[config.mk]
export PLATFORM = sky130hd
export DESIGN_NAME = audio_compressor_limiter_gate
export DESIGN_NICKNAME = d
export VERILOG_FILES = /design/src/acl_pkg.sv /design/src/acl_mul.sv /design/src/acl_div.sv /design/src/audio_compressor_limiter_gate.sv
export SDC_FILE = /design/constraint.sdc
export NUM_CORES = 2
export LEC_CHECK = 0
export ABC_CLOCK_PERIOD_IN_PS = 8400
export BUFFER_PORTS_ARGS = -buffer_cell sky130_fd_sc_hd__buf_2
export CAP_MARGIN = 20
export CORE_ASPECT_RATIO = 1.1
export CORE_MARGIN = 3
export CORE_UTILIZATION = 59
export DETAILED_ROUTE_END_ITERATION = 6
export PLACE_DENSITY = 0.79
export SLEW_MARGIN = 10
export SYNTH_ARGS = -nofsm -noshare
export SYNTH_HDL_FRONTEND = slang
export SYNTH_SLANG_ARGS = --single-unit
[constraint.sdc]
create_clock -name clk -period 8.4 [get_ports clk]
set_input_delay 1.68 -clock clk [delete_from_list [all_inputs] [get_ports clk]]
set_output_delay 1.68 -clock clk [all_outputs]
set_load 0.02 [all_outputs]
[src/acl_pkg.sv]
`timescale 1ns / 1ps

package acl_pkg;

  localparam int CHANNELS   = 2;
  localparam int SMP_W      = 16;
  localparam int COEF_W     = 16;
  localparam int ENV_W      = 24;
  localparam int GAIN_W     = 28;
  localparam int MUL_A_W    = GAIN_W;
  localparam int MUL_B_W    = ENV_W;
  localparam int PROD_W     = MUL_A_W + MUL_B_W;
  localparam int DIV_CNT_W  = $clog2(GAIN_W + 1);
  localparam int CFG_IDX_W  = 4;
  localparam int CFG_DATA_W = 19;

  localparam logic [ENV_W-1:0] ONE_Q23 = ENV_W'(1) << (ENV_W - 1);

endpackage

[src/acl_mul.sv]
`timescale 1ns / 1ps

module acl_mul (
  input  logic                        clk,
  input  logic [acl_pkg::MUL_A_W-1:0] op_a,
  input  logic [acl_pkg::MUL_B_W-1:0] op_b,
  output logic [acl_pkg::PROD_W-1:0]  prod
);
  import acl_pkg::*;

  logic [PROD_W-1:0] prod_r;

  always_ff @(posedge clk) begin
    prod_r <= PROD_W'(op_a) * PROD_W'(op_b);
  end

  assign prod = prod_r;

endmodule

[src/acl_div.sv]
`timescale 1ns / 1ps

module acl_div (
  input  logic                       clk,
  input  logic                       rst_n,
  input  logic                       start,
  input  logic [acl_pkg::ENV_W-1:0]  rem_init,
  input  logic [acl_pkg::ENV_W-1:0]  divisor,
  output logic                       done,
  output logic [acl_pkg::GAIN_W-1:0] quo
);
  import acl_pkg::*;

  logic                 busy_r, busy_nxt;
  logic                 done_r, done_nxt;
  logic [DIV_CNT_W-1:0] cnt_r, cnt_nxt;
  logic [ENV_W-1:0]     rem_r, rem_nxt;
  logic [GAIN_W-1:0]    quo_r, quo_nxt;
  logic [ENV_W:0]       rem_sh;
  logic                 fits;

  assign rem_sh = {rem_r, 1'b0};
  assign fits   = rem_sh >= {1'b0, divisor};

  always_comb begin
    busy_nxt = busy_r;
    done_nxt = 1'b0;
    cnt_nxt  = cnt_r;
    rem_nxt  = rem_r;
    quo_nxt  = quo_r;
    if (start) begin
      busy_nxt = 1'b1;
      cnt_nxt  = '0;
      rem_nxt  = rem_init;
      quo_nxt  = '0;
    end else if (busy_r) begin
      rem_nxt = fits ? ENV_W'(rem_sh - {1'b0, divisor}) : rem_sh[ENV_W-1:0];
      quo_nxt = {quo_r[GAIN_W-2:0], fits};
      cnt_nxt = cnt_r + DIV_CNT_W'(1);
      if (cnt_r == DIV_CNT_W'(GAIN_W - 1)) begin
        busy_nxt = 1'b0;
        done_nxt = 1'b1;
      end
    end
  end

  always_ff @(posedge clk) begin
    if (!rst_n) begin
      busy_r <= 1'b0;
      done_r <= 1'b0;
      cnt_r  <= '0;
    end else begin
      busy_r <= busy_nxt;
      done_r <= done_nxt;
      cnt_r  <= cnt_nxt;
    end
  end

  always_ff @(posedge clk) begin
    rem_r <= rem_nxt;
    quo_r <= quo_nxt;
  end

  assign done = done_r;
  assign quo  = quo_r;

endmodule

[src/audio_compressor_limiter_gate.sv]
`timescale 1ns / 1ps

// Dynamics processor for one frame of two signed Q1.15 samples per word: a level envelope,
// a peak envelope, a limiter and a noise gate set one gain, which scales both samples with
// saturation. Every gain or output product and every envelope update but a reload of the peak
// envelope from the frame peak runs through a single registered 28x24 multiplier under a
// sequencer, each product set up in an issue state and read in its wait state. When the limiter
// engages, its gain is found by a restoring divider at one quotient bit per cycle. The input is
// stalled while a frame is in work and is taken again in the cycle after the result is written;
// a finished word waits in the output register while the next frame is taken, and a result
// that is still waiting holds the sequencer in its last step. The level envelope cannot rise
// above unity, so the compressor slope never bends the gain; a write to register 0 is accepted
// and has no effect.
module audio_compressor_limiter_gate (
  input  logic                                clk,
  input  logic                                rst_n,
  input  logic                                in_valid,
  output logic                                in_stall,
  input  logic signed [acl_pkg::SMP_W-1:0]    in_sample_0,
  input  logic signed [acl_pkg::SMP_W-1:0]    in_sample_1,
  input  logic                                in_end_of_chunk,
  output logic                                out_valid,
  input  logic                                out_stall,
  output logic signed [acl_pkg::SMP_W-1:0]    out_0,
  output logic signed [acl_pkg::SMP_W-1:0]    out_1,
  output logic [acl_pkg::COEF_W-1:0]          out_applied_gain,
  input  logic                                cfg_valid,
  output logic                                cfg_ready,
  input  logic [acl_pkg::CFG_IDX_W-1:0]       cfg_index,
  input  logic [acl_pkg::CFG_DATA_W-1:0]      cfg_data
);
  import acl_pkg::*;

  typedef enum logic [CFG_IDX_W-1:0] {
    REG_RATIO    = 4'd0,
    REG_TRIM     = 4'd1,
    REG_ATTACK   = 4'd2,
    REG_RELEASE  = 4'd3,
    REG_LIMIT    = 4'd4,
    REG_GATE_THR = 4'd5,
    REG_GATE_ATK = 4'd6,
    REG_GATE_REL = 4'd7
  } cfg_idx_t;

  typedef enum logic [15:0] {
    ST_IDLE  = 16'h0001,
    ST_M_E   = 16'h0002,
    ST_W_E   = 16'h0004,
    ST_M_PK  = 16'h0008,
    ST_W_PK  = 16'h0010,
    ST_M_GT  = 16'h0020,
    ST_W_GT  = 16'h0040,
    ST_M_LIM = 16'h0080,
    ST_W_LIM = 16'h0100,
    ST_DIV   = 16'h0200,
    ST_M_FG  = 16'h0400,
    ST_W_FG  = 16'h0800,
    ST_M_O0  = 16'h1000,
    ST_W_O0  = 16'h2000,
    ST_M_O1  = 16'h4000,
    ST_W_O1  = 16'h8000
  } state_t;

  function automatic logic [SMP_W-1:0] sat_out(input logic neg, input logic [GAIN_W-1:0] q);
    logic [SMP_W-1:0] r;
    begin
      if (neg) begin
        r = (q >= GAIN_W'(32768)) ? 16'h8000 : SMP_W'(~q + GAIN_W'(1));
      end else begin
        r = (q >= GAIN_W'(32767)) ? 16'h7fff : q[SMP_W-1:0];
      end
      return r;
    end
  endfunction

  state_t state_r, state_nxt;

  logic [COEF_W-1:0] trim_r, attack_r, release_r, limit_r, gthr_r, gatk_r, grel_r;

  logic [ENV_W-1:0]  lev_r, lev_nxt;
  logic [ENV_W-1:0]  pk_r, pk_nxt;
  logic [ENV_W-1:0]  ge_r, ge_nxt;
  logic [ENV_W-1:0]  cmax_r, cmax_nxt;
  logic [SMP_W-1:0]  mag0_r, mag0_nxt, mag1_r, mag1_nxt;
  logic              neg0_r, neg0_nxt, neg1_r, neg1_nxt;
  logic [GAIN_W-1:0] g_r, g_nxt;
  logic [GAIN_W-1:0] gain_r, gain_nxt;
  logic [SMP_W-1:0]  o0_r, o0_nxt;

  logic              out_valid_r, out_valid_nxt;
  logic [SMP_W-1:0]  out0_r, out0_nxt, out1_r, out1_nxt;
  logic [COEF_W-1:0] ag_r, ag_nxt;

  logic [SMP_W-1:0]   in_mag0, in_mag1, in_max;
  logic [MUL_A_W-1:0] op_a;
  logic [MUL_B_W-1:0] op_b;
  logic [PROD_W-1:0]  prod;
  logic [ENV_W-1:0]   prod_env;
  logic               rising, gate_up, in_acc, div_start, div_done;
  logic [GAIN_W-1:0]  div_quo;
  logic [ENV_W-1:0]   gate_rest;

  assign in_acc  = in_valid && !in_stall;
  assign in_mag0 = in_sample_0[SMP_W-1] ? SMP_W'(~in_sample_0 + 1'b1) : in_sample_0;
  assign in_mag1 = (CHANNELS > 1) ?
                   (in_sample_1[SMP_W-1] ? SMP_W'(~in_sample_1 + 1'b1) : in_sample_1) : '0;
  assign in_max  = (in_mag1 > in_mag0) ? in_mag1 : in_mag0;

  assign rising    = cmax_r > lev_r;
  assign gate_up   = lev_r > {gthr_r, 8'b0};
  assign gate_rest = (ge_r < ONE_Q23) ? ONE_Q23 - ge_r : '0;
  assign prod_env  = prod[COEF_W+ENV_W-1:COEF_W];

  always_comb begin
    op_a = '0;
    op_b = '0;
    case (state_r)
      ST_M_E, ST_W_E: begin
        op_a = MUL_A_W'(rising ? attack_r : release_r);
        op_b = rising ? cmax_r - lev_r : lev_r;
      end
      ST_M_PK, ST_W_PK: begin
        op_a = MUL_A_W'(release_r);
        op_b = pk_r;
      end
      ST_M_GT, ST_W_GT: begin
        op_a = MUL_A_W'(gate_up ? gatk_r : grel_r);
        op_b = gate_up ? gate_rest : ge_r;
      end
      ST_M_LIM, ST_W_LIM: begin
        op_a = g_r;
        op_b = pk_r;
      end
      ST_M_FG, ST_W_FG: begin
        op_a = g_r;
        op_b = ge_r;
      end
      ST_M_O0, ST_W_O0: begin
        op_a = gain_r;
        op_b = MUL_B_W'(mag0_r);
      end
      ST_M_O1, ST_W_O1: begin
        op_a = gain_r;
        op_b = MUL_B_W'(mag1_r);
      end
      default: begin
        op_a = '0;
        op_b = '0;
      end
    endcase
  end

  acl_mul u_mul (
    .clk  (clk),
    .op_a (op_a),
    .op_b (op_b),
    .prod (prod)
  );

  assign div_start = (state_r == ST_W_LIM) && (limit_r != '0) &&
                     (prod > PROD_W'({limit_r, 35'b0}));

  acl_div u_div (
    .clk      (clk),
    .rst_n    (rst_n),
    .start    (div_start),
    .rem_init ({1'b0, limit_r, 7'b0}),
    .divisor  (pk_r),
    .done     (div_done),
    .quo      (div_quo)
  );

  always_comb begin
    state_nxt     = state_r;
    lev_nxt       = lev_r;
    pk_nxt        = pk_r;
    ge_nxt        = ge_r;
    cmax_nxt      = cmax_r;
    mag0_nxt      = mag0_r;
    mag1_nxt      = mag1_r;
    neg0_nxt      = neg0_r;
    neg1_nxt      = neg1_r;
    g_nxt         = g_r;
    gain_nxt      = gain_r;
    o0_nxt        = o0_r;
    out_valid_nxt = out_valid_r;
    out0_nxt      = out0_r;
    out1_nxt      = out1_r;
    ag_nxt        = ag_r;

    if (out_valid_r && !out_stall) begin
      out_valid_nxt = 1'b0;
    end

    case (state_r)
      ST_IDLE: begin
        if (in_acc) begin
          cmax_nxt  = {in_max, 8'b0};
          mag0_nxt  = in_mag0;
          mag1_nxt  = in_mag1;
          neg0_nxt  = in_sample_0[SMP_W-1];
          neg1_nxt  = in_sample_1[SMP_W-1];
          g_nxt     = {trim_r, 12'b0};
          state_nxt = ST_M_E;
        end
      end
      ST_M_E:   state_nxt = ST_W_E;
      ST_W_E: begin
        lev_nxt   = rising ? lev_r + prod_env : prod_env;
        state_nxt = ST_M_PK;
      end
      ST_M_PK: begin
        if (rising) begin
          pk_nxt    = cmax_r;
          state_nxt = ST_M_GT;
        end else begin
          state_nxt = ST_W_PK;
        end
      end
      ST_W_PK: begin
        pk_nxt    = prod_env;
        state_nxt = ST_M_GT;
      end
      ST_M_GT:  state_nxt = ST_W_GT;
      ST_W_GT: begin
        ge_nxt    = gate_up ? ge_r + prod_env : prod_env;
        state_nxt = ST_M_LIM;
      end
      ST_M_LIM: state_nxt = ST_W_LIM;
      ST_W_LIM: state_nxt = div_start ? ST_DIV : ST_M_FG;
      ST_DIV: begin
        if (div_done) begin
          g_nxt     = div_quo;
          state_nxt = ST_M_FG;
        end
      end
      ST_M_FG:  state_nxt = ST_W_FG;
      ST_W_FG: begin
        gain_nxt  = prod[GAIN_W+ENV_W-2:ENV_W-1];
        state_nxt = ST_M_O0;
      end
      ST_M_O0:  state_nxt = ST_W_O0;
      ST_W_O0: begin
        o0_nxt    = sat_out(neg0_r, prod[PROD_W-1:ENV_W]);
        state_nxt = ST_M_O1;
      end
      ST_M_O1:  state_nxt = ST_W_O1;
      ST_W_O1: begin
        if (!out_valid_r || !out_stall) begin
          out0_nxt      = o0_r;
          out1_nxt      = sat_out(neg1_r, prod[PROD_W-1:ENV_W]);
          ag_nxt        = gain_r[GAIN_W-1:GAIN_W-COEF_W];
          out_valid_nxt = 1'b1;
          state_nxt     = ST_IDLE;
        end
      end
      default:  state_nxt = ST_IDLE;
    endcase
  end

  always_ff @(posedge clk) begin
    if (!rst_n) begin
      state_r     <= ST_IDLE;
      out_valid_r <= 1'b0;
      lev_r       <= '0;
      pk_r        <= '0;
      ge_r        <= '0;
      trim_r      <= 16'd4096;
      attack_r    <= 16'd28476;
      release_r   <= 16'd65521;
      limit_r     <= 16'd4096;
      gthr_r      <= 16'd0;
      gatk_r      <= 16'd32697;
      grel_r      <= 16'd65521;
    end else begin
      state_r     <= state_nxt;
      out_valid_r <= out_valid_nxt;
      lev_r       <= lev_nxt;
      pk_r        <= pk_nxt;
      ge_r        <= ge_nxt;
      if (cfg_valid) begin
        case (cfg_index)
          REG_RATIO:    ;
          REG_TRIM:     trim_r    <= cfg_data[COEF_W-1:0];
          REG_ATTACK:   attack_r  <= cfg_data[COEF_W-1:0];
          REG_RELEASE:  release_r <= cfg_data[COEF_W-1:0];
          REG_LIMIT:    limit_r   <= cfg_data[COEF_W-1:0];
          REG_GATE_THR: gthr_r    <= cfg_data[COEF_W-1:0];
          REG_GATE_ATK: gatk_r    <= cfg_data[COEF_W-1:0];
          REG_GATE_REL: grel_r    <= cfg_data[COEF_W-1:0];
          default:      ;
        endcase
      end
    end
  end

  always_ff @(posedge clk) begin
    cmax_r <= cmax_nxt;
    mag0_r <= mag0_nxt;
    mag1_r <= mag1_nxt;
    neg0_r <= neg0_nxt;
    neg1_r <= neg1_nxt;
    g_r    <= g_nxt;
    gain_r <= gain_nxt;
    o0_r   <= o0_nxt;
    out0_r <= out0_nxt;
    out1_r <= out1_nxt;
    ag_r   <= ag_nxt;
  end

  assign in_stall         = (state_r != ST_IDLE);
  assign cfg_ready        = 1'b1;
  assign out_valid        = out_valid_r;
  assign out_0            = out0_r;
  assign out_1            = out1_r;
  assign out_applied_gain = ag_r;

`ifndef SYNTHESIS
  a_lev_unity: assert property (@(posedge clk) disable iff (!rst_n) lev_r <= ONE_Q23)
    else $error("Level envelope above unity.");
  a_pk_unity: assert property (@(posedge clk) disable iff (!rst_n) pk_r <= ONE_Q23)
    else $error("Peak envelope above unity.");
  a_ge_unity: assert property (@(posedge clk) disable iff (!rst_n) ge_r <= ONE_Q23)
    else $error("Gate envelope above unity.");
  a_div_lower: assert property (@(posedge clk) disable iff (!rst_n)
    (state_r == ST_DIV && div_done) |-> div_quo < g_r)
    else $error("Limiter gain does not lower the gain.");
  a_div_start: assert property (@(posedge clk) disable iff (!rst_n)
    div_start |-> (limit_r != '0 && pk_r != '0))
    else $error("Limiter division started without a limit or a peak.");
  a_accept_busy: assert property (@(posedge clk) disable iff (!rst_n)
    in_acc |=> state_r == ST_M_E)
    else $error("Accepted word did not start the sequencer.");
`endif

endmodule

==> run_summary.xml <==
<?xml version="1.0" encoding="UTF-8"?>
<metrics>
  <group name="floorplan">
    <metric name="die_h" unit="um">307</metric>
    <metric name="std_cell_rows" unit="">109</metric>
    <metric name="io-pin-count" unit="">112</metric>
    <metric name="die_area" unit="sq um">85900</metric>
    <metric name="core" unit="sq um">81000</metric>
    <metric name="die_w" unit="um">280</metric>
    <metric name="initial_core_util" unit="%">60.0</metric>
  </group>
  <group name="global_route">
    <metric name="grt_start_max_net_pins" unit="">82</metric>
    <metric name="met3_usage" unit="%">8.13</metric>
    <metric name="gr-total-overflow" unit="">0</metric>
    <metric name="grt_most_used_layer" unit="">met2</metric>
    <metric name="grt_antenna_before_repair" unit="">3</metric>
    <metric name="grt_use_met2" unit="%">60.1</metric>
    <metric name="vias_in_the_first_global_route" unit="">44124</metric>
    <metric name="grt_util_met1" unit="%">48.0</metric>
    <metric name="global_route_wire_length_before_repair" unit="mm">250</metric>
    <metric name="grt_use_total" unit="%">37.8</metric>
  </group>
  <group name="setup_path">
    <metric name="setup.worst_path.start_class" unit="">register</metric>
    <metric name="crit_fanout" unit="">12</metric>
    <metric name="critical_path_buf_inv_count" unit="">12</metric>
    <metric name="regToRegSetupSlack" unit="ns">-0.86</metric>
    <metric name="critical_path.most_common_cell" unit="">fa_1</metric>
    <metric name="critical_path.endpoint_type" unit="">register</metric>
    <metric name="ff2ff_path_depth" unit="">35</metric>
    <metric name="family_with_the_most_delay_on_the_worst_path" unit="">adder cells</metric>
    <metric name="cp_slowest_cell" unit="">a222oi_1</metric>
    <metric name="worst_ep_required_time" unit="ns">8.93</metric>
    <metric name="reg2reg_capture_point" unit="">u_mul.prod[50]</metric>
    <metric name="worstPathArrival" unit="ns">9.79</metric>
    <metric name="critical_path.startpoint" unit="">state_r[8]</metric>
    <metric name="worst_path_max_stage_delay" unit="ns">0.84</metric>
    <metric name="crit-reg2reg-launch" unit="">state_r[8]</metric>
    <metric name="worst-setup-path-type" unit="">reg -&gt; reg</metric>
  </group>
  <group name="place">
    <metric name="placed_cells_incl_taps" unit="">7175</metric>
    <metric name="portBuffers" unit="">106</metric>
    <metric name="place_congestion" unit="">1.00</metric>
    <metric name="dp_hpwl" unit="mm">128</metric>
    <metric name="placed_area" unit="sq um">55600</metric>
  </group>
  <group name="pwr">
    <metric name="p_total" unit="uW">5900</metric>
    <metric name="irDropWorstVdd" unit="V">0.000168</metric>
    <metric name="power_density" unit="nW/um^2">97.7</metric>
    <metric name="p_leak" unit="uW">0.0274</metric>
  </group>
  <group name="synthesis">
    <metric name="synth-main-ff-cell" unit="">dfxtp_1</metric>
    <metric name="synth.yosys.seq_area_share" unit="%">23.7</metric>
    <metric name="syn-cell-area" unit="sq um">48600</metric>
    <metric name="synth_nets" unit="">6559</metric>
    <metric name="synthesis.yosys.warnings" unit="">0</metric>
    <metric name="post_synthesis_cell_count" unit="">5606</metric>
    <metric name="synth_edf_count" unit="">186</metric>
    <metric name="synthesis.area_per_instance" unit="sq um">8.67</metric>
    <metric name="postSynthRegisterBits" unit="">482</metric>
    <metric name="post_synth_num_cell_types" unit="">105</metric>
    <metric name="synth_async_sr_flop_share" unit="%">0</metric>
  </group>
  <group name="cells_and_area">
    <metric name="final_nets" unit="">7238</metric>
    <metric name="final_cells" unit="">7379</metric>
    <metric name="drive_above_1_share" unit="%">22.9</metric>
    <metric name="area.growth.synth_to_final" unit="%">24.3</metric>
    <metric name="layout.cells.most_common" unit="">nand2_1</metric>
    <metric name="mostFrequentLayoutCells" unit="">nand2_1, inv_1, buf_4</metric>
    <metric name="final_cell_area" unit="sq um">60400</metric>
  </group>
  <group name="timing">
    <metric name="final-setup-viol-count" unit="">30</metric>
    <metric name="final_period_minus_worst_setup_slack" unit="ns">9.26</metric>
    <metric name="max_slew.worst_pin.slew" unit="ns">1.10</metric>
    <metric name="timing.fmax" unit="MHz">108</metric>
    <metric name="clock-skew-final" unit="ns">0.0145</metric>
    <metric name="hold_viol" unit="">0</metric>
    <metric name="rsz0062_at_grt" unit="">yes</metric>
    <metric name="timing.final.max_slew_violations" unit="">0</metric>
    <metric name="timing.slew.headroom" unit="%">26.3</metric>
    <metric name="worst_slack" unit="ns">-0.856</metric>
    <metric name="final.period_utilization" unit="%">110</metric>
  </group>
  <group name="cts">
    <metric name="number_of_buffers_inserted_by_hold_repair_at_cts" unit="">0</metric>
    <metric name="htreeDepth" unit="">2</metric>
    <metric name="ctsLongestPathBuffers" unit="">3</metric>
    <metric name="cts_tree" unit="">built</metric>
    <metric name="clkLatencyLatePin" unit="ns">0.62</metric>
    <metric name="clock_slew_at_the_register_clock_pins_of_the_worst_setup_and_hold_paths" unit="ns">0.07</metric>
    <metric name="inserted_clock_buffers" unit="">46</metric>
    <metric name="cts_root_buf" unit="">clkbuf_16</metric>
    <metric name="numClockSinks" unit="">482</metric>
  </group>
  <group name="routing">
    <metric name="postRouteWirelength" unit="mm">173</metric>
    <metric name="detailedRoute.firstPassIterationCount" unit="">7</metric>
    <metric name="antenna_violating_nets_post_route" unit="">0</metric>
    <metric name="drt_first_iter_violations" unit="">5172</metric>
    <metric name="avgRoutedWirePerCell" unit="um">23.5</metric>
    <metric name="via_count" unit="">45340</metric>
    <metric name="detail_route.vias_per_cell" unit="">6.14</metric>
    <metric name="drc" unit="">3</metric>
  </group>
  <group name="run">
    <metric name="cap_violations" unit="">0</metric>
  </group>
  <group name="worst_hold_path">
    <metric name="worst_hold_path.num_cells" unit="">0</metric>
    <metric name="holdCritPathClass" unit="">reg -&gt; reg</metric>
    <metric name="timing.hold.worst.start" unit="">o0_r[12]</metric>
    <metric name="min_delay_worst_endpoint" unit="">out_0[12]</metric>
  </group>
  <group name="status">
    <metric name="violated_checks" unit="">DRC, setup timing</metric>
    <metric name="status" unit="">finished with violations</metric>
  </group>
</metrics>
## cell usage after synthesis, drive strengths merged (82+ instances only)
cell | n | area, sq um
fa | 573 | 11500
mux2i | 100 | 1000
o21ai | 155 | 780
nand3 | 93 | 465
clkbuf | 134 | 503
xnor2 | 82 | 718
dfxtp | 296 | 5930
inv | 842 | 3160
ha | 319 | 3990
nor2 | 486 | 1830
edfxtp | 186 | 5590
buf | 153 | 865
nand2 | 935 | 3510
a21oi | 274 | 1390
## repair_timing
item	4_1_cts	5_1_grt
setup buffers	12	97
pin swaps	11	192
endpoints found under the setup margin	33	35
gates resized for setup	98	389
cloned	0	11
## how the worst max path moves through the flow
stage / end / cells after the start
2_1_floorplan: u_mul.prod[50] / 35
3_3_place_gp: u_mul.prod[51] / 35
3_5_place_dp: u_mul.prod[51] / 36
4_1_cts: u_mul.prod[50] / 36
5_1_grt: u_mul.prod[50] / 39
6_report: u_mul.prod[50] / 35
## flip-flops by register name, indices dropped and copies added, names as in the netlist, 24 cells and up
signal / cells
g_r: 28
lev_r: 24
u_div.quo: 28
gain_r: 28
u_mul.prod: 52
u_div.rem_r: 24
ge_r: 24
pk_r: 24
## area by class of cell
class	count	area, sq um
Timing Repair Buffer	918	8160
Clock buffer	52	1170
Multi-Input combinational cell	3994	34700
Tap cell	1054	1320
Fill cell	5440	20600
Inverter	843	3170
Antenna cell	2	5.00
Clock inverter	34	404
Sequential cell	482	11500
## logic make-up after synthesis
| group | Yosys count | synth area share [%] |
|---|---|---|
| compound gates | 899 | 12.5 |
| xor+xnor | 144 | 2.60 |
| fa+ha+maj | 892 | 31.8 |
| buf+inv | 1130 | 9.32 |
| flops | 482 | 23.7 |
| mux | 117 | 2.45 |
| other cells | 1 | 0.00772 |
| simple gates | 1941 | 17.6 |
## worst register-to-register path: cells and delay by family (launching register included)
family	cells	cell delay (ns)
compound gates	6	2.03
xor+xnor	1	0.20
fa+ha+maj	8	3.67
buf+inv	12	1.57
flops	1	0.40
simple gates	8	1.31
## routing by layer
| layer | vias up | wire [um] | share of wire (%) |
|---|---|---|---|
| met4 | 4 | 14700 | 8.5 |
| li1 | 19742 | - | - |
| met3 | 804 | 20900 | 12 |
| met1 | 21782 | 61100 | 35 |
| met5 | - | 24 | 0.014 |
| met2 | 3008 | 76700 | 44 |
## stage by stage
stage | hold WS (ns) | utilization [%] | setup WS, ns | setup TNS (ns)
floorplan | 0.400 | - | -0.0160 | -0.0208
global placement | 0.402 | 68.7 | -0.828 | -13.20
detailed placement | 0.405 | 68.7 | -0.904 | -14.91
CTS | 0.417 | 71.3 | -0.725 | -9.45
global route | 0.432 | 74.6 | -1.10 | -21.29
finish | 0.416 | 74.6 | -0.856 | -14.05
## report_power, final
part	switching (uW)	total, uW	internal (uW)
clock network	995	2240	1240
logic	623	1110	482
registers	53.0	2560	2510
(Power assumes the default switching activity.)
